**src/hw/rtl/lmqsr_pkg.sv**
```systemverilog
// shared types and constants for the quarter-scan led matrix refresh block
package lmqsr_pkg;

  localparam int MAX_ROW_BYTES_DEF = 16;
  localparam int PANEL_ROWS        = 16;
  localparam int GROUPS            = 4;
  localparam int ROW_W             = $clog2(PANEL_ROWS);
  localparam int GRP_W             = $clog2(GROUPS);
  localparam int STORE_DEPTH       = 256;
  localparam int STORE_AW          = $clog2(STORE_DEPTH);
  localparam int QUEUE_DEPTH_DEF   = 4;
  localparam int RB_CFG_W          = 5;
  localparam int DUTY_W            = 8;
  localparam int CFG_IDX_W         = 2;

  localparam logic [RB_CFG_W-1:0] ROW_BYTES_RST  = 5'd4;
  localparam logic [DUTY_W-1:0]   BRIGHTNESS_RST = 8'd255;

  // configuration register indexes
  localparam logic [CFG_IDX_W-1:0] REG_ROW_BYTES  = 2'd0;
  localparam logic [CFG_IDX_W-1:0] REG_BRIGHTNESS = 2'd1;

  typedef enum logic {
    OP_WRITE = 1'b0,
    OP_SCAN  = 1'b1
  } op_e_t;

  // one queued command: frame store write or scan run
  typedef struct packed {
    op_e_t               op;
    logic [STORE_AW-1:0] addr;
    logic [7:0]          value;
  } cmd_t;

  // queue status seen by front and back
  typedef struct packed {
    logic empty;
    logic full;
  } q_stat_t;

endpackage

```
**src/hw/rtl/lmqsr_front.sv**
```systemverilog
// front end: takes input transfers, drops skipped scan ticks, feeds the queue
module lmqsr_front (
  input  logic              clk,
  input  logic              rst,
  input  logic              s_tvalid,
  output logic              s_tready,
  input  logic [15:0]       s_tdata,
  input  logic [1:0]        s_tuser,
  input  lmqsr_pkg::q_stat_t q_stat,
  output logic              push,
  output lmqsr_pkg::cmd_t   push_cmd
);
  import lmqsr_pkg::*;

  logic  hold_vld;
  cmd_t  hold;
  logic  keep;
  op_e_t in_op;

  assign in_op = op_e_t'(s_tuser[0]);
  // a scan tick that finds the bus busy does nothing at all
  assign keep  = !(in_op == OP_SCAN && s_tuser[1]);

  assign push     = hold_vld && !q_stat.full;
  assign s_tready = !hold_vld || !q_stat.full;
  assign push_cmd = hold;

  always_ff @(posedge clk) begin
    if (rst) begin
      hold_vld <= 1'b0;
    end else if (s_tready) begin
      hold_vld <= s_tvalid && keep;
    end
  end

  always_ff @(posedge clk) begin
    if (s_tready && s_tvalid) begin
      hold.op    <= in_op;
      hold.addr  <= s_tdata[7:0];
      hold.value <= s_tdata[15:8];
    end
  end

endmodule

```
**src/hw/rtl/lmqsr_queue.sv**
```systemverilog
// short command queue between front and back
module lmqsr_queue #(
  parameter int DEPTH = lmqsr_pkg::QUEUE_DEPTH_DEF
) (
  input  logic               clk,
  input  logic               rst,
  input  logic               push,
  input  lmqsr_pkg::cmd_t    push_cmd,
  input  logic               pop,
  output lmqsr_pkg::cmd_t    head,
  output lmqsr_pkg::q_stat_t q_stat
);
  import lmqsr_pkg::*;

  localparam int PW = (DEPTH > 1) ? $clog2(DEPTH) : 1;
  localparam int CW = $clog2(DEPTH + 1);

  cmd_t          slots [DEPTH];
  logic [PW-1:0] wr_ptr;
  logic [PW-1:0] rd_ptr;
  logic [CW-1:0] count;

  assign head         = slots[rd_ptr];
  assign q_stat.empty = (count == '0);
  assign q_stat.full  = (count == CW'(DEPTH));

  always_ff @(posedge clk) begin
    if (rst) begin
      wr_ptr <= '0;
      rd_ptr <= '0;
      count  <= '0;
    end else begin
      if (push) begin
        wr_ptr <= (wr_ptr == PW'(DEPTH - 1)) ? '0 : wr_ptr + 1'b1;
      end
      if (pop) begin
        rd_ptr <= (rd_ptr == PW'(DEPTH - 1)) ? '0 : rd_ptr + 1'b1;
      end
      if (push && !pop) begin
        count <= count + 1'b1;
      end else if (pop && !push) begin
        count <= count - 1'b1;
      end
    end
  end

  always_ff @(posedge clk) begin
    if (push) begin
      slots[wr_ptr] <= push_cmd;
    end
  end

endmodule

```
**src/hw/rtl/lmqsr_back.sv**
```systemverilog
// back end: frame store, scan sequencer, read stage and output register
module lmqsr_back #(
  parameter int MAX_ROW_BYTES = lmqsr_pkg::MAX_ROW_BYTES_DEF
) (
  input  logic                           clk,
  input  logic                           rst,
  input  lmqsr_pkg::cmd_t                head,
  input  lmqsr_pkg::q_stat_t             q_stat,
  output logic                           pop,
  input  logic [lmqsr_pkg::RB_CFG_W-1:0] row_bytes,
  input  logic [lmqsr_pkg::DUTY_W-1:0]   brightness,
  output logic                           out_valid,
  input  logic                           out_ready,
  output logic [7:0]                     out_byte,
  output logic                           out_last,
  output logic [lmqsr_pkg::GRP_W-1:0]    out_group,
  output logic [lmqsr_pkg::DUTY_W-1:0]   out_duty
);
  import lmqsr_pkg::*;

  localparam int COL_W = (MAX_ROW_BYTES > 1) ? $clog2(MAX_ROW_BYTES) : 1;
  localparam int RB_W  = $clog2(MAX_ROW_BYTES + 1);

  typedef enum logic [1:0] {
    ST_IDLE = 2'b01,
    ST_SCAN = 2'b10
  } state_t;

  state_t state, state_next;

  logic [7:0]             mem [STORE_DEPTH];
  logic [STORE_DEPTH-1:0] vld;

  logic [GRP_W-1:0] scan_group;
  logic [GRP_W-1:0] grp;
  logic [GRP_W-1:0] k;
  logic [COL_W-1:0] col;
  logic [COL_W-1:0] rb_m1;
  logic [RB_W-1:0]  rb;
  logic [RB_W-1:0]  rb_eff;

  logic                issue;
  logic                issue_last;
  logic [ROW_W-1:0]    row;
  logic [STORE_AW-1:0] rd_addr;
  logic                wr_en;
  logic                start;

  logic             s1_valid;
  logic             s1_last;
  logic             s1_hit;
  logic [GRP_W-1:0] s1_grp;
  logic [7:0]       rd_data;
  logic             s1_move;
  logic             s1_free;

  // clamp the configured row length into 1..MAX_ROW_BYTES
  always_comb begin
    if (row_bytes == '0) begin
      rb_eff = RB_W'(1);
    end else if (row_bytes > RB_CFG_W'(MAX_ROW_BYTES)) begin
      rb_eff = RB_W'(MAX_ROW_BYTES);
    end else begin
      rb_eff = RB_W'(row_bytes);
    end
  end

  assign pop   = (state == ST_IDLE) && !q_stat.empty;
  assign wr_en = pop && (head.op == OP_WRITE);
  assign start = pop && (head.op == OP_SCAN);

  // rows go out highest quarter first: group+12, +8, +4, +0
  assign row        = {GRP_W'(GROUPS - 1) - k, grp};
  assign rd_addr    = STORE_AW'(STORE_AW'(row) * STORE_AW'(rb) + STORE_AW'(col));
  assign issue      = (state == ST_SCAN) && s1_free;
  assign issue_last = (col == rb_m1) && (k == GRP_W'(GROUPS - 1));

  assign s1_move = s1_valid && (!out_valid || out_ready);
  assign s1_free = !s1_valid || s1_move;

  always_comb begin
    state_next = state;
    case (state)
      ST_IDLE: begin
        if (start) begin
          state_next = ST_SCAN;
        end
      end
      ST_SCAN: begin
        if (issue && issue_last) begin
          state_next = ST_IDLE;
        end
      end
      default: state_next = ST_IDLE;
    endcase
  end

  always_ff @(posedge clk) begin
    if (rst) begin
      state      <= ST_IDLE;
      scan_group <= '0;
      k          <= '0;
      col        <= '0;
    end else begin
      state <= state_next;
      if (start) begin
        scan_group <= scan_group + 1'b1;
        k          <= '0;
        col        <= '0;
      end else if (issue) begin
        k <= k + 1'b1;
        if (k == GRP_W'(GROUPS - 1)) begin
          col <= col + 1'b1;
        end
      end
    end
  end

  // run parameters captured when the scan starts
  always_ff @(posedge clk) begin
    if (start) begin
      grp   <= scan_group;
      rb    <= rb_eff;
      rb_m1 <= COL_W'(rb_eff - 1'b1);
    end
  end

  // frame store; an entry never written reads as zero
  always_ff @(posedge clk) begin
    if (wr_en) begin
      mem[head.addr] <= head.value;
    end
  end

  always_ff @(posedge clk) begin
    if (rst) begin
      vld <= '0;
    end else if (wr_en) begin
      vld[head.addr] <= 1'b1;
    end
  end

  always_ff @(posedge clk) begin
    if (issue) begin
      rd_data <= mem[rd_addr];
      s1_hit  <= vld[rd_addr];
      s1_last <= issue_last;
      s1_grp  <= grp;
    end
  end

  always_ff @(posedge clk) begin
    if (rst) begin
      s1_valid <= 1'b0;
    end else if (s1_free) begin
      s1_valid <= issue;
    end
  end

  // output register
  always_ff @(posedge clk) begin
    if (rst) begin
      out_valid <= 1'b0;
    end else if (s1_move) begin
      out_valid <= 1'b1;
    end else if (out_ready) begin
      out_valid <= 1'b0;
    end
  end

  always_ff @(posedge clk) begin
    if (s1_move) begin
      out_byte  <= s1_hit ? rd_data : 8'd0;
      out_last  <= s1_last;
      out_group <= s1_grp;
      out_duty  <= s1_last ? brightness : '0;
    end
  end

endmodule

```
**src/hw/rtl/led_matrix_quarter_scan_refresh.sv**
```systemverilog
// top level of the quarter-scan led matrix refresh engine
//
// s_* channel: one transfer per command. s_tuser[0] selects a frame store
//   write (0) or a scan tick (1); s_tuser[1] marks the shared bus busy, which
//   turns a scan tick into a no-op. writes put s_tdata[15:8] at s_tdata[7:0].
// m_* channel: one transfer per shifted byte. a scan run sends 4 * row_bytes
//   bytes, per column from rows group+12, +8, +4, +0; tlast marks the final
//   byte, which also carries the enable duty; tuser holds the row group.
// cfg_* channel: register writes (row_bytes, brightness), always ready. the
//   user must write only while idle; the block itself does not enforce it.
// throughput: a write is done as it is popped; a scan run holds the back end
//   until its last read is issued, one frame store read a cycle while the
//   output is not stalled. the front register and queue keep taking commands
//   while a run is in progress, until the queue fills.
// when idle and empty, a tick passes the front register, queue, scan state,
//   read stage and output register before its first byte shows on m_tdata.
// reset: clears the queue, pipeline, scan group and the per-entry valid bits,
//   so the whole frame store reads as zero at once; no clearing pass.
// when m_tready is low the output register holds and the read stage and
//   sequencer stall behind it; nothing is dropped.
module led_matrix_quarter_scan_refresh #(
  parameter int MAX_ROW_BYTES = lmqsr_pkg::MAX_ROW_BYTES_DEF,
  parameter int QUEUE_DEPTH   = lmqsr_pkg::QUEUE_DEPTH_DEF
) (
  input  logic                            clk,
  input  logic                            rst,
  input  logic                            s_tvalid,
  output logic                            s_tready,
  input  logic [15:0]                     s_tdata,   // byte_address, byte_value
  input  logic [1:0]                      s_tuser,   // operation, shared_bus_busy
  output logic                            m_tvalid,
  input  logic                            m_tready,
  output logic [15:0]                     m_tdata,   // shift_byte, enable_duty
  output logic                            m_tlast,
  output logic [lmqsr_pkg::GRP_W-1:0]     m_tuser,   // row_select
  input  logic                            cfg_valid,
  output logic                            cfg_ready,
  input  logic [lmqsr_pkg::CFG_IDX_W-1:0] cfg_index,
  input  logic [7:0]                      cfg_data
);
  import lmqsr_pkg::*;

  logic [RB_CFG_W-1:0] row_bytes;
  logic [DUTY_W-1:0]   brightness;

  q_stat_t q_stat;
  cmd_t    push_cmd;
  cmd_t    head;
  logic    push;
  logic    pop;

  logic [7:0]        out_byte;
  logic [DUTY_W-1:0] out_duty;

  // configuration registers; unknown indexes are ignored
  assign cfg_ready = 1'b1;

  always_ff @(posedge clk) begin
    if (rst) begin
      row_bytes  <= ROW_BYTES_RST;
      brightness <= BRIGHTNESS_RST;
    end else if (cfg_valid && cfg_ready) begin
      case (cfg_index)
        REG_ROW_BYTES:  row_bytes  <= cfg_data[RB_CFG_W-1:0];
        REG_BRIGHTNESS: brightness <= cfg_data;
        default: ;
      endcase
    end
  end

  lmqsr_front u_front (
    .clk      (clk),
    .rst      (rst),
    .s_tvalid (s_tvalid),
    .s_tready (s_tready),
    .s_tdata  (s_tdata),
    .s_tuser  (s_tuser),
    .q_stat   (q_stat),
    .push     (push),
    .push_cmd (push_cmd)
  );

  lmqsr_queue #(
    .DEPTH (QUEUE_DEPTH)
  ) u_queue (
    .clk      (clk),
    .rst      (rst),
    .push     (push),
    .push_cmd (push_cmd),
    .pop      (pop),
    .head     (head),
    .q_stat   (q_stat)
  );

  lmqsr_back #(
    .MAX_ROW_BYTES (MAX_ROW_BYTES)
  ) u_back (
    .clk        (clk),
    .rst        (rst),
    .head       (head),
    .q_stat     (q_stat),
    .pop        (pop),
    .row_bytes  (row_bytes),
    .brightness (brightness),
    .out_valid  (m_tvalid),
    .out_ready  (m_tready),
    .out_byte   (out_byte),
    .out_last   (m_tlast),
    .out_group  (m_tuser),
    .out_duty   (out_duty)
  );

  assign m_tdata = {out_duty, out_byte};

endmodule

```
**config.mk**
```make
export PLATFORM = sky130hd
export DESIGN_NAME = led_matrix_quarter_scan_refresh
export DESIGN_NICKNAME = d
export VERILOG_FILES = /design/src/hw/rtl/lmqsr_pkg.sv /design/src/hw/rtl/lmqsr_front.sv /design/src/hw/rtl/lmqsr_queue.sv /design/src/hw/rtl/lmqsr_back.sv /design/src/hw/rtl/led_matrix_quarter_scan_refresh.sv
export SDC_FILE = /design/constraint.sdc
export NUM_CORES = 2
export LEC_CHECK = 0
export ABC_CLOCK_PERIOD_IN_PS = 4200
export BUFFER_PORTS_ARGS = -buffer_cell sky130_fd_sc_hd__buf_2
export CORE_MARGIN = 10
export CORE_UTILIZATION = 50
export CTS_CLUSTER_SIZE = 20
export DETAILED_ROUTE_END_ITERATION = 8
export PLACE_DENSITY = 0.7
export RECOVER_POWER = 25
export SETUP_SLACK_MARGIN = 0.05
export SYNTH_ARGS = -nofsm -noshare
export SYNTH_HDL_FRONTEND = slang
export SYNTH_SLANG_ARGS = --single-unit
export TNS_END_PERCENT = 100
```
**constraint.sdc**
```tcl
create_clock -name clk -period 4.2 [get_ports clk]
set_input_delay 0.84 -clock clk [delete_from_list [all_inputs] [get_ports clk]]
set_output_delay 0.84 -clock clk [all_outputs]
set_load 0.05 [all_outputs]
```
Word-level counts from Yosys, hierarchy flattened

Memories as Yosys holds them, arrays and structs flattened. A register that Yosys moved wholly into a read port is not among the register bits.
Cells that the tools add are included.

Reductions and logical operators: 35
Magnitude comparators: 4
Shift operators: 0
Mux-type cells: 21
$add $sub $neg: 10
Eq/ne operators: 10
Bitwise operators: 2
Multiply operators: 1
Divide/modulo/power cells: 0

Operators by type and width:

| cell                | number |
|---|---|
| $or 256x256->256    | 1 |
| $lt 8x9->1 const B  | 2 |
| $logic_and 1x1->1   | 14 |
| $mux 2              | 6 |
| $mux 5              | 2 |
| $add 2x1->2 const B | 4 |
| $add 8x4->8         | 1 |
| $bmux 1 s8          | 1 |
| $demux 1 s8         | 1 |
| $eq 2x2->1 const B  | 4 |
| $ge 8x1->1 const B  | 1 |
| $logic_not 1->1     | 8 |
| $mul 4x5->8         | 1 |
| $mux 1              | 8 |
| $reduce_and 2->1    | 4 |
| $mux 3              | 2 |
| $gt 5x5->1 const B  | 1 |
| $logic_not 5->1     | 1 |
| $add 4x1->4 const B | 1 |
| $eq 2x1->1 const B  | 2 |
| $eq 4x4->1          | 1 |
| $pmux 2 s2          | 1 |
| $reduce_bool 2->1   | 2 |
| $sub 4x1->4 const B | 1 |
| other kinds (11)    | 13 |

Bits in registers: 340
Latch bits: 0
RAM bits: 2116
Input bits: 33
Bits in read-only memories: 0
Memories kept: 2
Word-level logic and storage cells: 111

Memory list:

| memory        | depth | width | read ports | clocked after memory_dff | wr ports | RTL line          | text |
|---|---|---|---|---|---|---|---|
| u_back.mem    | 256   | 8     | 1          | 1                        | 1        | lmqsr_back.sv:31  | `logic [7:0] mem [STORE_DEPTH];` |
| u_queue.slots | 4     | 17    | 1          | 1                        | 1        | lmqsr_queue.sv:18 | `cmd_t slots [DEPTH];` |

Logic depth before layout (Yosys ltp)

Word-level depth: 8
Gate-level depth with buffers: 17
Mapped depth without buffers: 15

Cells and area by module

Synthesis repeated with hierarchy kept, for this count alone.

Cell total of the unflattened synthesis: 5001
Area total of the unflattened synthesis: 95705.5 sq um

By module, submodules not included:

| module                          | seq. area each (sq um) | area an instance (sq um) | cells each | instances |
|---|---|---|---|---|
| lmqsr_back                      | 68125.3                | 91641.6                  | 4787       | 1 |
| lmqsr_queue                     | 2222.1                 | 2932.8                   | 133        | 1 |
| lmqsr_front                     | 530.5                  | 566.8                    | 23         | 1 |
| led_matrix_quarter_scan_refresh | 260.2                  | 564.3                    | 58         | 1 |

Worst setup path after synthesis

OpenSTA, ideal clock, no wires.

Path type: register -> register
Start point: register u_back.k[0]
End point: register u_back.rd_data[1], read port of u_back.mem, data pin
Period minus slack after synthesis: 4.420 ns
Stages on the path, launching flop included: 14
Arrival time: 4.148 ns
Path slack: -0.220 ns
Cell sequence: dfxtp_1 > nand2b_1 > fa_1 > fa_1 > inv_1 > fa_1 > ha_1 > a21oi_1 > and2_1 > xnor2_1 > mux4_2 > a21oi_1 > o31ai_1 > or4_1

Word-level cells in the longest chain between the ends: 3

Ends and longest elaborated chain:

| what                   | RTL line          | text |
|---|---|---|
| start, declared        | lmqsr_back.sv:36  | `logic [GRP_W-1:0] k;` |
| start signal, assigned | lmqsr_back.sv:111 | `k <= k + 1'b1;` |
| $sub 2x2->2            | lmqsr_back.sv:73  | `assign row = {GRP_W'(GROUPS - 1) - k, grp};` |
| $mul 4x5->8            | lmqsr_back.sv:74  | `assign rd_addr = STORE_AW'(STORE_AW'(row) * STORE_AW'(rb) + STORE_AW'(col));` |
| $add 8x4->8            | lmqsr_back.sv:74  |  |
| end, declared          | lmqsr_back.sv:53  | `logic [7:0] rd_data;` |

No other way between the ends.
A chain may end at the register's enable or synchronous reset.

Final worst setup path

Start point: register u_back.rb[1]
End point: register u_back.rd_data[4], read port of u_back.mem, data pin

Word-level cells in the longest chain between the ends: 2

Ends and longest elaborated chain:

| what                   | RTL line          | text |
|---|---|---|
| start, declared        | lmqsr_back.sv:39  | `logic [RB_W-1:0] rb;` |
| start signal, assigned | lmqsr_back.sv:123 | `rb <= rb_eff;` |
| $mul 4x5->8            | lmqsr_back.sv:74  |  |
| $add 8x4->8            | lmqsr_back.sv:74  |  |

No other way between the ends.

==> impl_results.md <==
* Met1 usage at 32.1%
* Largest area contributor in the netlist: sky130_fd_sc_hd__edfxtp_1
* Ys async rst share at 0%
* Worst reg-to-reg path cell count at 15
* IO Port Bufs at 53
* Worst hold path stage count at 1
* Largest fanout of any net on the critical path at 8
* Portion of the post-synthesis area used by sequential elements at 74.6%
* Shortest period the worst path allows at 4.68 ns
* Net count after synthesis at 5063
* Endpoint type of the worst setup path: flop
* Unrepaired setup endpoints after global routing: yes
* Pre-CTS setup slack at -0.754 ns
* First-pass GRT wire length at 359000 microns
* Avg WL per Cell at 29.4 microns
* Hold Path Origin: s_tdata[14]
* Final period utilization at 111%
* Total count of hold-check failures in the final report at 0
* Worst IR drop on VDD at 1.14 mV
* Layout overhead on the synthesized area at 17.1%
* TritonCTS clock tree: built
* Core Footprint at 190000 sq um
* Endpoint required time on the critical path at 4.82 ns
* DRC violation total after the first TritonRoute iteration at 6926
* Number of enable flip-flop cells after synthesis at 2175
* Max Root-Sink Buffers at 3
* Met2 Usage GRT at 36.8%
* Number of storage elements in the synthesis netlist at 2466
* Global placement routability congestion at 0.940
* Clk pin slew, worst setup/hold paths at 0.07 ns
* Number of max-cap violations at 11
* Fill cell count at 13.6k
* Largest cells by area after synthesis: sky130_fd_sc_hd__edfxtp_1 (69%), sky130_fd_sc_hd__mux4_2 (15%), sky130_fd_sc_hd__dfxtp_1 (6.1%), sky130_fd_sc_hd__nor2_1 (3.0%), sky130_fd_sc_hd__nand2_1 (1.3%)
* Violations in the final reports: max-capacitance violations, max-slew violations, negative setup slack
* Static Leakage at 36.3 nW
* Cell Area, Placed at 103000 sq um
* Hold worst-path end: u_front.push_cmd[6]
* Fraction of layout cells with a size suffix above 1 at 31.1%
* Detailed-route vias per instance at 6.11
* Total wire length after detailed routing at 247000 microns
* Antenna violation net count after detailed routing at 0
* DIE HEIGHT at 457 microns
* Netlist area before placement at 95300 sq um
* Worst hold margin at 0.151 ns
* Reg2Reg Launch Point: u_back.rb[1]
* Global-route usage over all layers at 23.4%
* Antenna violations before repair at 9
* Critical path startpoint category: flop
* Final count of negative-setup-slack endpoints at 9
* Master cell of the clock root buffer: sky130_fd_sc_hd__clkbuf_16
* Via count of the first global-routing pass at 50.6k
* Grt met3 use at 5.69%
* Reg2reg setup slack at -0.48 ns
* Top-level port count at 55
* Synth unique cells at 60
* Horizontal die dimension at 457 microns
* Fraction of post-synthesis cell area in the top cell type by area at 68.5%
* Starting Density at 50.2%
* Final standard cell area without fillers at 112000 sq um
* Pre-Repair DR Iteration Count at 6
* Dpl hpwl at 162000 microns
* Mean post-synth cell area at 19.1 sq um
* Data arrival time of the critical path at 5.30 ns
* Final net count at 5732
* Cell row count at 160
* Number of buffers inserted during clock tree synthesis at 231
* R2R Path End: u_back.rd_data[4]
* Number of pins with negative max-slew slack in the final report at 982
* Achievable frequency at 0.214 GHz
* Number of warning messages in the yosys log at 0
* DRC errors left at 0
* Type of the tightest min-delay check: in -> reg
* Total grt overflow at 0
* CTS H-tree depth at 4
* Area enclosed by the die boundary at 208000 sq um
* Clock latency at the later pin of the worst-skew pair at 0.88 ns
* Synthesized instance count at 4995
* Number of clock sinks at 2466
* Pin count of the biggest net entering global routing at 225
* Setup slack of the critical path after layout at -0.479 ns
* Total of hold buffers inserted after clock tree synthesis at 0
* Status: complete, but fails checks
* Worst slew margin relative to its limit at -93.7%
* Global routing's busiest layer: met2
* Register Area at 71100 sq um
* Leading register cell type out of synthesis: sky130_fd_sc_hd__edfxtp_1
* Clk_skew at 0.0527 ns
* Power Density at 888 nW/um^2
* Area occupied by multi-input gates at 23200 sq um
* DR vias at 51.2k
* Transition time at the pin with the least slew margin at 2.90 ns
* Worst Path Class, Setup: reg -> reg
## state kept, by name, summed over array words and instances (netlist names), 3 cells and up, named ones only
register	flops
u_back.rb_m1	4
u_back.rb	5
u_back.col	4
u_back.out_byte	8
u_back.rd_data	8
brightness	8
u_back.vld	256
u_front.push_cmd	17
u_back.out_duty	8
u_queue.slots	68
u_back.mem	2048
u_queue.count	3
row_bytes	5
## how the worst max path moves through the flow
| stage | from | end | slack, ns | cells past startpoint |
|---|---|---|---|---|
| after floorplan | u_back.grp[1] | u_back.rd_data[1] | 0.04 | 13 |
| after global placement | u_back.grp[1] | u_back.rd_data[7] | -0.62 | 15 |
| after detailed placement | u_back.rb[1] | u_back.rd_data[7] | -0.75 | 15 |
| after CTS | u_back.rb[1] | u_back.rd_data[1] | -0.36 | 16 |
| after global routing | u_back.rb[1] | u_back.rd_data[4] | -0.56 | 15 |
| final | u_back.rb[1] | u_back.rd_data[4] | -0.48 | 15 |
## power by group
group | switching [W] | total, W | internal (W)
sequential | 0.000117 | 0.0299 | 0.0298
combinational | 0.0283 | 0.0480 | 0.0197
clock | 0.00920 | 0.0212 | 0.0120
## cell type report
class,instances,share of cell area [%]
clock buffer,291,5.60
multi-input combinational,2229,20.8
tap,2511,2.82
clock inverter,149,1.44
antenna,3,0.00673
timing repair buffer,715,5.49
sequential,2466,63.7
inverter,21,0.0706
## worst max-delay path, cell delays in order (launching register included)
cell	delay [ns]
sky130_fd_sc_hd__edfxtp_1	0.43
sky130_fd_sc_hd__nand2b_4	0.07
sky130_fd_sc_hd__fa_1	0.51
sky130_fd_sc_hd__fa_1	0.54
sky130_fd_sc_hd__inv_2	0.05
sky130_fd_sc_hd__fa_2	0.48
sky130_fd_sc_hd__ha_4	0.37
sky130_fd_sc_hd__xor2_4	0.20
sky130_fd_sc_hd__buf_12	0.21
sky130_fd_sc_hd__buf_12	0.18
sky130_fd_sc_hd__buf_12	0.15
sky130_fd_sc_hd__mux4_2	0.50
sky130_fd_sc_hd__nand2_1	0.09
sky130_fd_sc_hd__a21oi_1	0.18
sky130_fd_sc_hd__a311oi_2	0.39
sky130_fd_sc_hd__nor4_4	0.09
## per-layer routing
metal / vias up / routed length, microns
met1: 26789 / 93300
met4: 2 / 9970
met3: 495 / 26300
li1: 21120 / -
met2: 2829 / 117000
met5: - / 13
## repair_timing
item | CTS | global route
resized for setup | 76 | 23
setup buffers | 20 | 7
pin swaps | 39 | 21
endpoints found under the setup margin | 9 | 9
gates cloned | 2 | 0
## metrics by stage
step	utilization [%]	total power [W]	std cells	setup TNS, ns
6_report	58.8	0.0991	8385	-3.78
5_1_grt	58.8	0.102	8383	-4.96
4_1_cts	58.8	0.0974	8375	-2.89
3_5_place_dp	54.3	0.0735	7914	-5.23
3_3_place_gp	54.3	0.0729	7914	-4.32
2_1_floorplan	-	0.0533	4995	0
## cells in the mapped netlist (16+ instances only)
cell type                  instances
sky130_fd_sc_hd__mux4_2          654
sky130_fd_sc_hd__a21oi_1          43
sky130_fd_sc_hd__ha_1             26
sky130_fd_sc_hd__nand3_1          50
sky130_fd_sc_hd__a31oi_1          25
sky130_fd_sc_hd__inv_1            21
sky130_fd_sc_hd__clkbuf_1        125
sky130_fd_sc_hd__buf_1            22
sky130_fd_sc_hd__a32o_1           20
sky130_fd_sc_hd__buf_4            52
sky130_fd_sc_hd__dfxtp_1         291
sky130_fd_sc_hd__buf_2            67
sky130_fd_sc_hd__nor2_1          756
sky130_fd_sc_hd__o21ba_2          30
sky130_fd_sc_hd__and2_1           37
sky130_fd_sc_hd__edfxtp_1       2175
sky130_fd_sc_hd__a32oi_1          17
sky130_fd_sc_hd__nand2_1         336
sky130_fd_sc_hd__a311oi_1         22
sky130_fd_sc_hd__mux2i_1          50
sky130_fd_sc_hd__nand2b_1         16
## cell families (layout without fill, tap and decap cells)
family	Yosys count	after routing	synth area share, %
flops	2466	2466	74.6
other cells	1	4	0.00394
simple gates	1259	1259	5.36
mux	704	704	16.0
fa+ha+maj	35	35	0.530
xor+xnor	23	23	0.211
buf+inv	300	1176	1.58
compound gates	207	207	1.69
## cells in the final DEF, fill, tap and decap left out, types with 20 or more instances in the layout
cell type | synthesis | layout
sky130_fd_sc_hd__a21oi_1 | 43 | 28
sky130_fd_sc_hd__a32o_1 | 20 | 20
sky130_fd_sc_hd__buf_12 | 0 | 67
sky130_fd_sc_hd__buf_2 | 67 | 30
sky130_fd_sc_hd__buf_4 | 52 | 558
sky130_fd_sc_hd__buf_6 | 13 | 20
sky130_fd_sc_hd__bufinv_16 | 0 | 23
sky130_fd_sc_hd__clkbuf_1 | 125 | 66
sky130_fd_sc_hd__clkbuf_16 | 0 | 233
sky130_fd_sc_hd__clkbuf_8 | 0 | 20
sky130_fd_sc_hd__clkinv_1 | 0 | 44
sky130_fd_sc_hd__clkinv_2 | 0 | 52
sky130_fd_sc_hd__dfxtp_1 | 291 | 290
sky130_fd_sc_hd__edfxtp_1 | 2175 | 2175
sky130_fd_sc_hd__ha_1 | 26 | 21
sky130_fd_sc_hd__mux2i_1 | 50 | 45
sky130_fd_sc_hd__mux4_2 | 654 | 652
sky130_fd_sc_hd__nand2_1 | 336 | 326
sky130_fd_sc_hd__nand3_1 | 50 | 49
sky130_fd_sc_hd__nor2_1 | 756 | 754
sky130_fd_sc_hd__o21ba_2 | 30 | 30
Power figures use the tool's default switching activity.
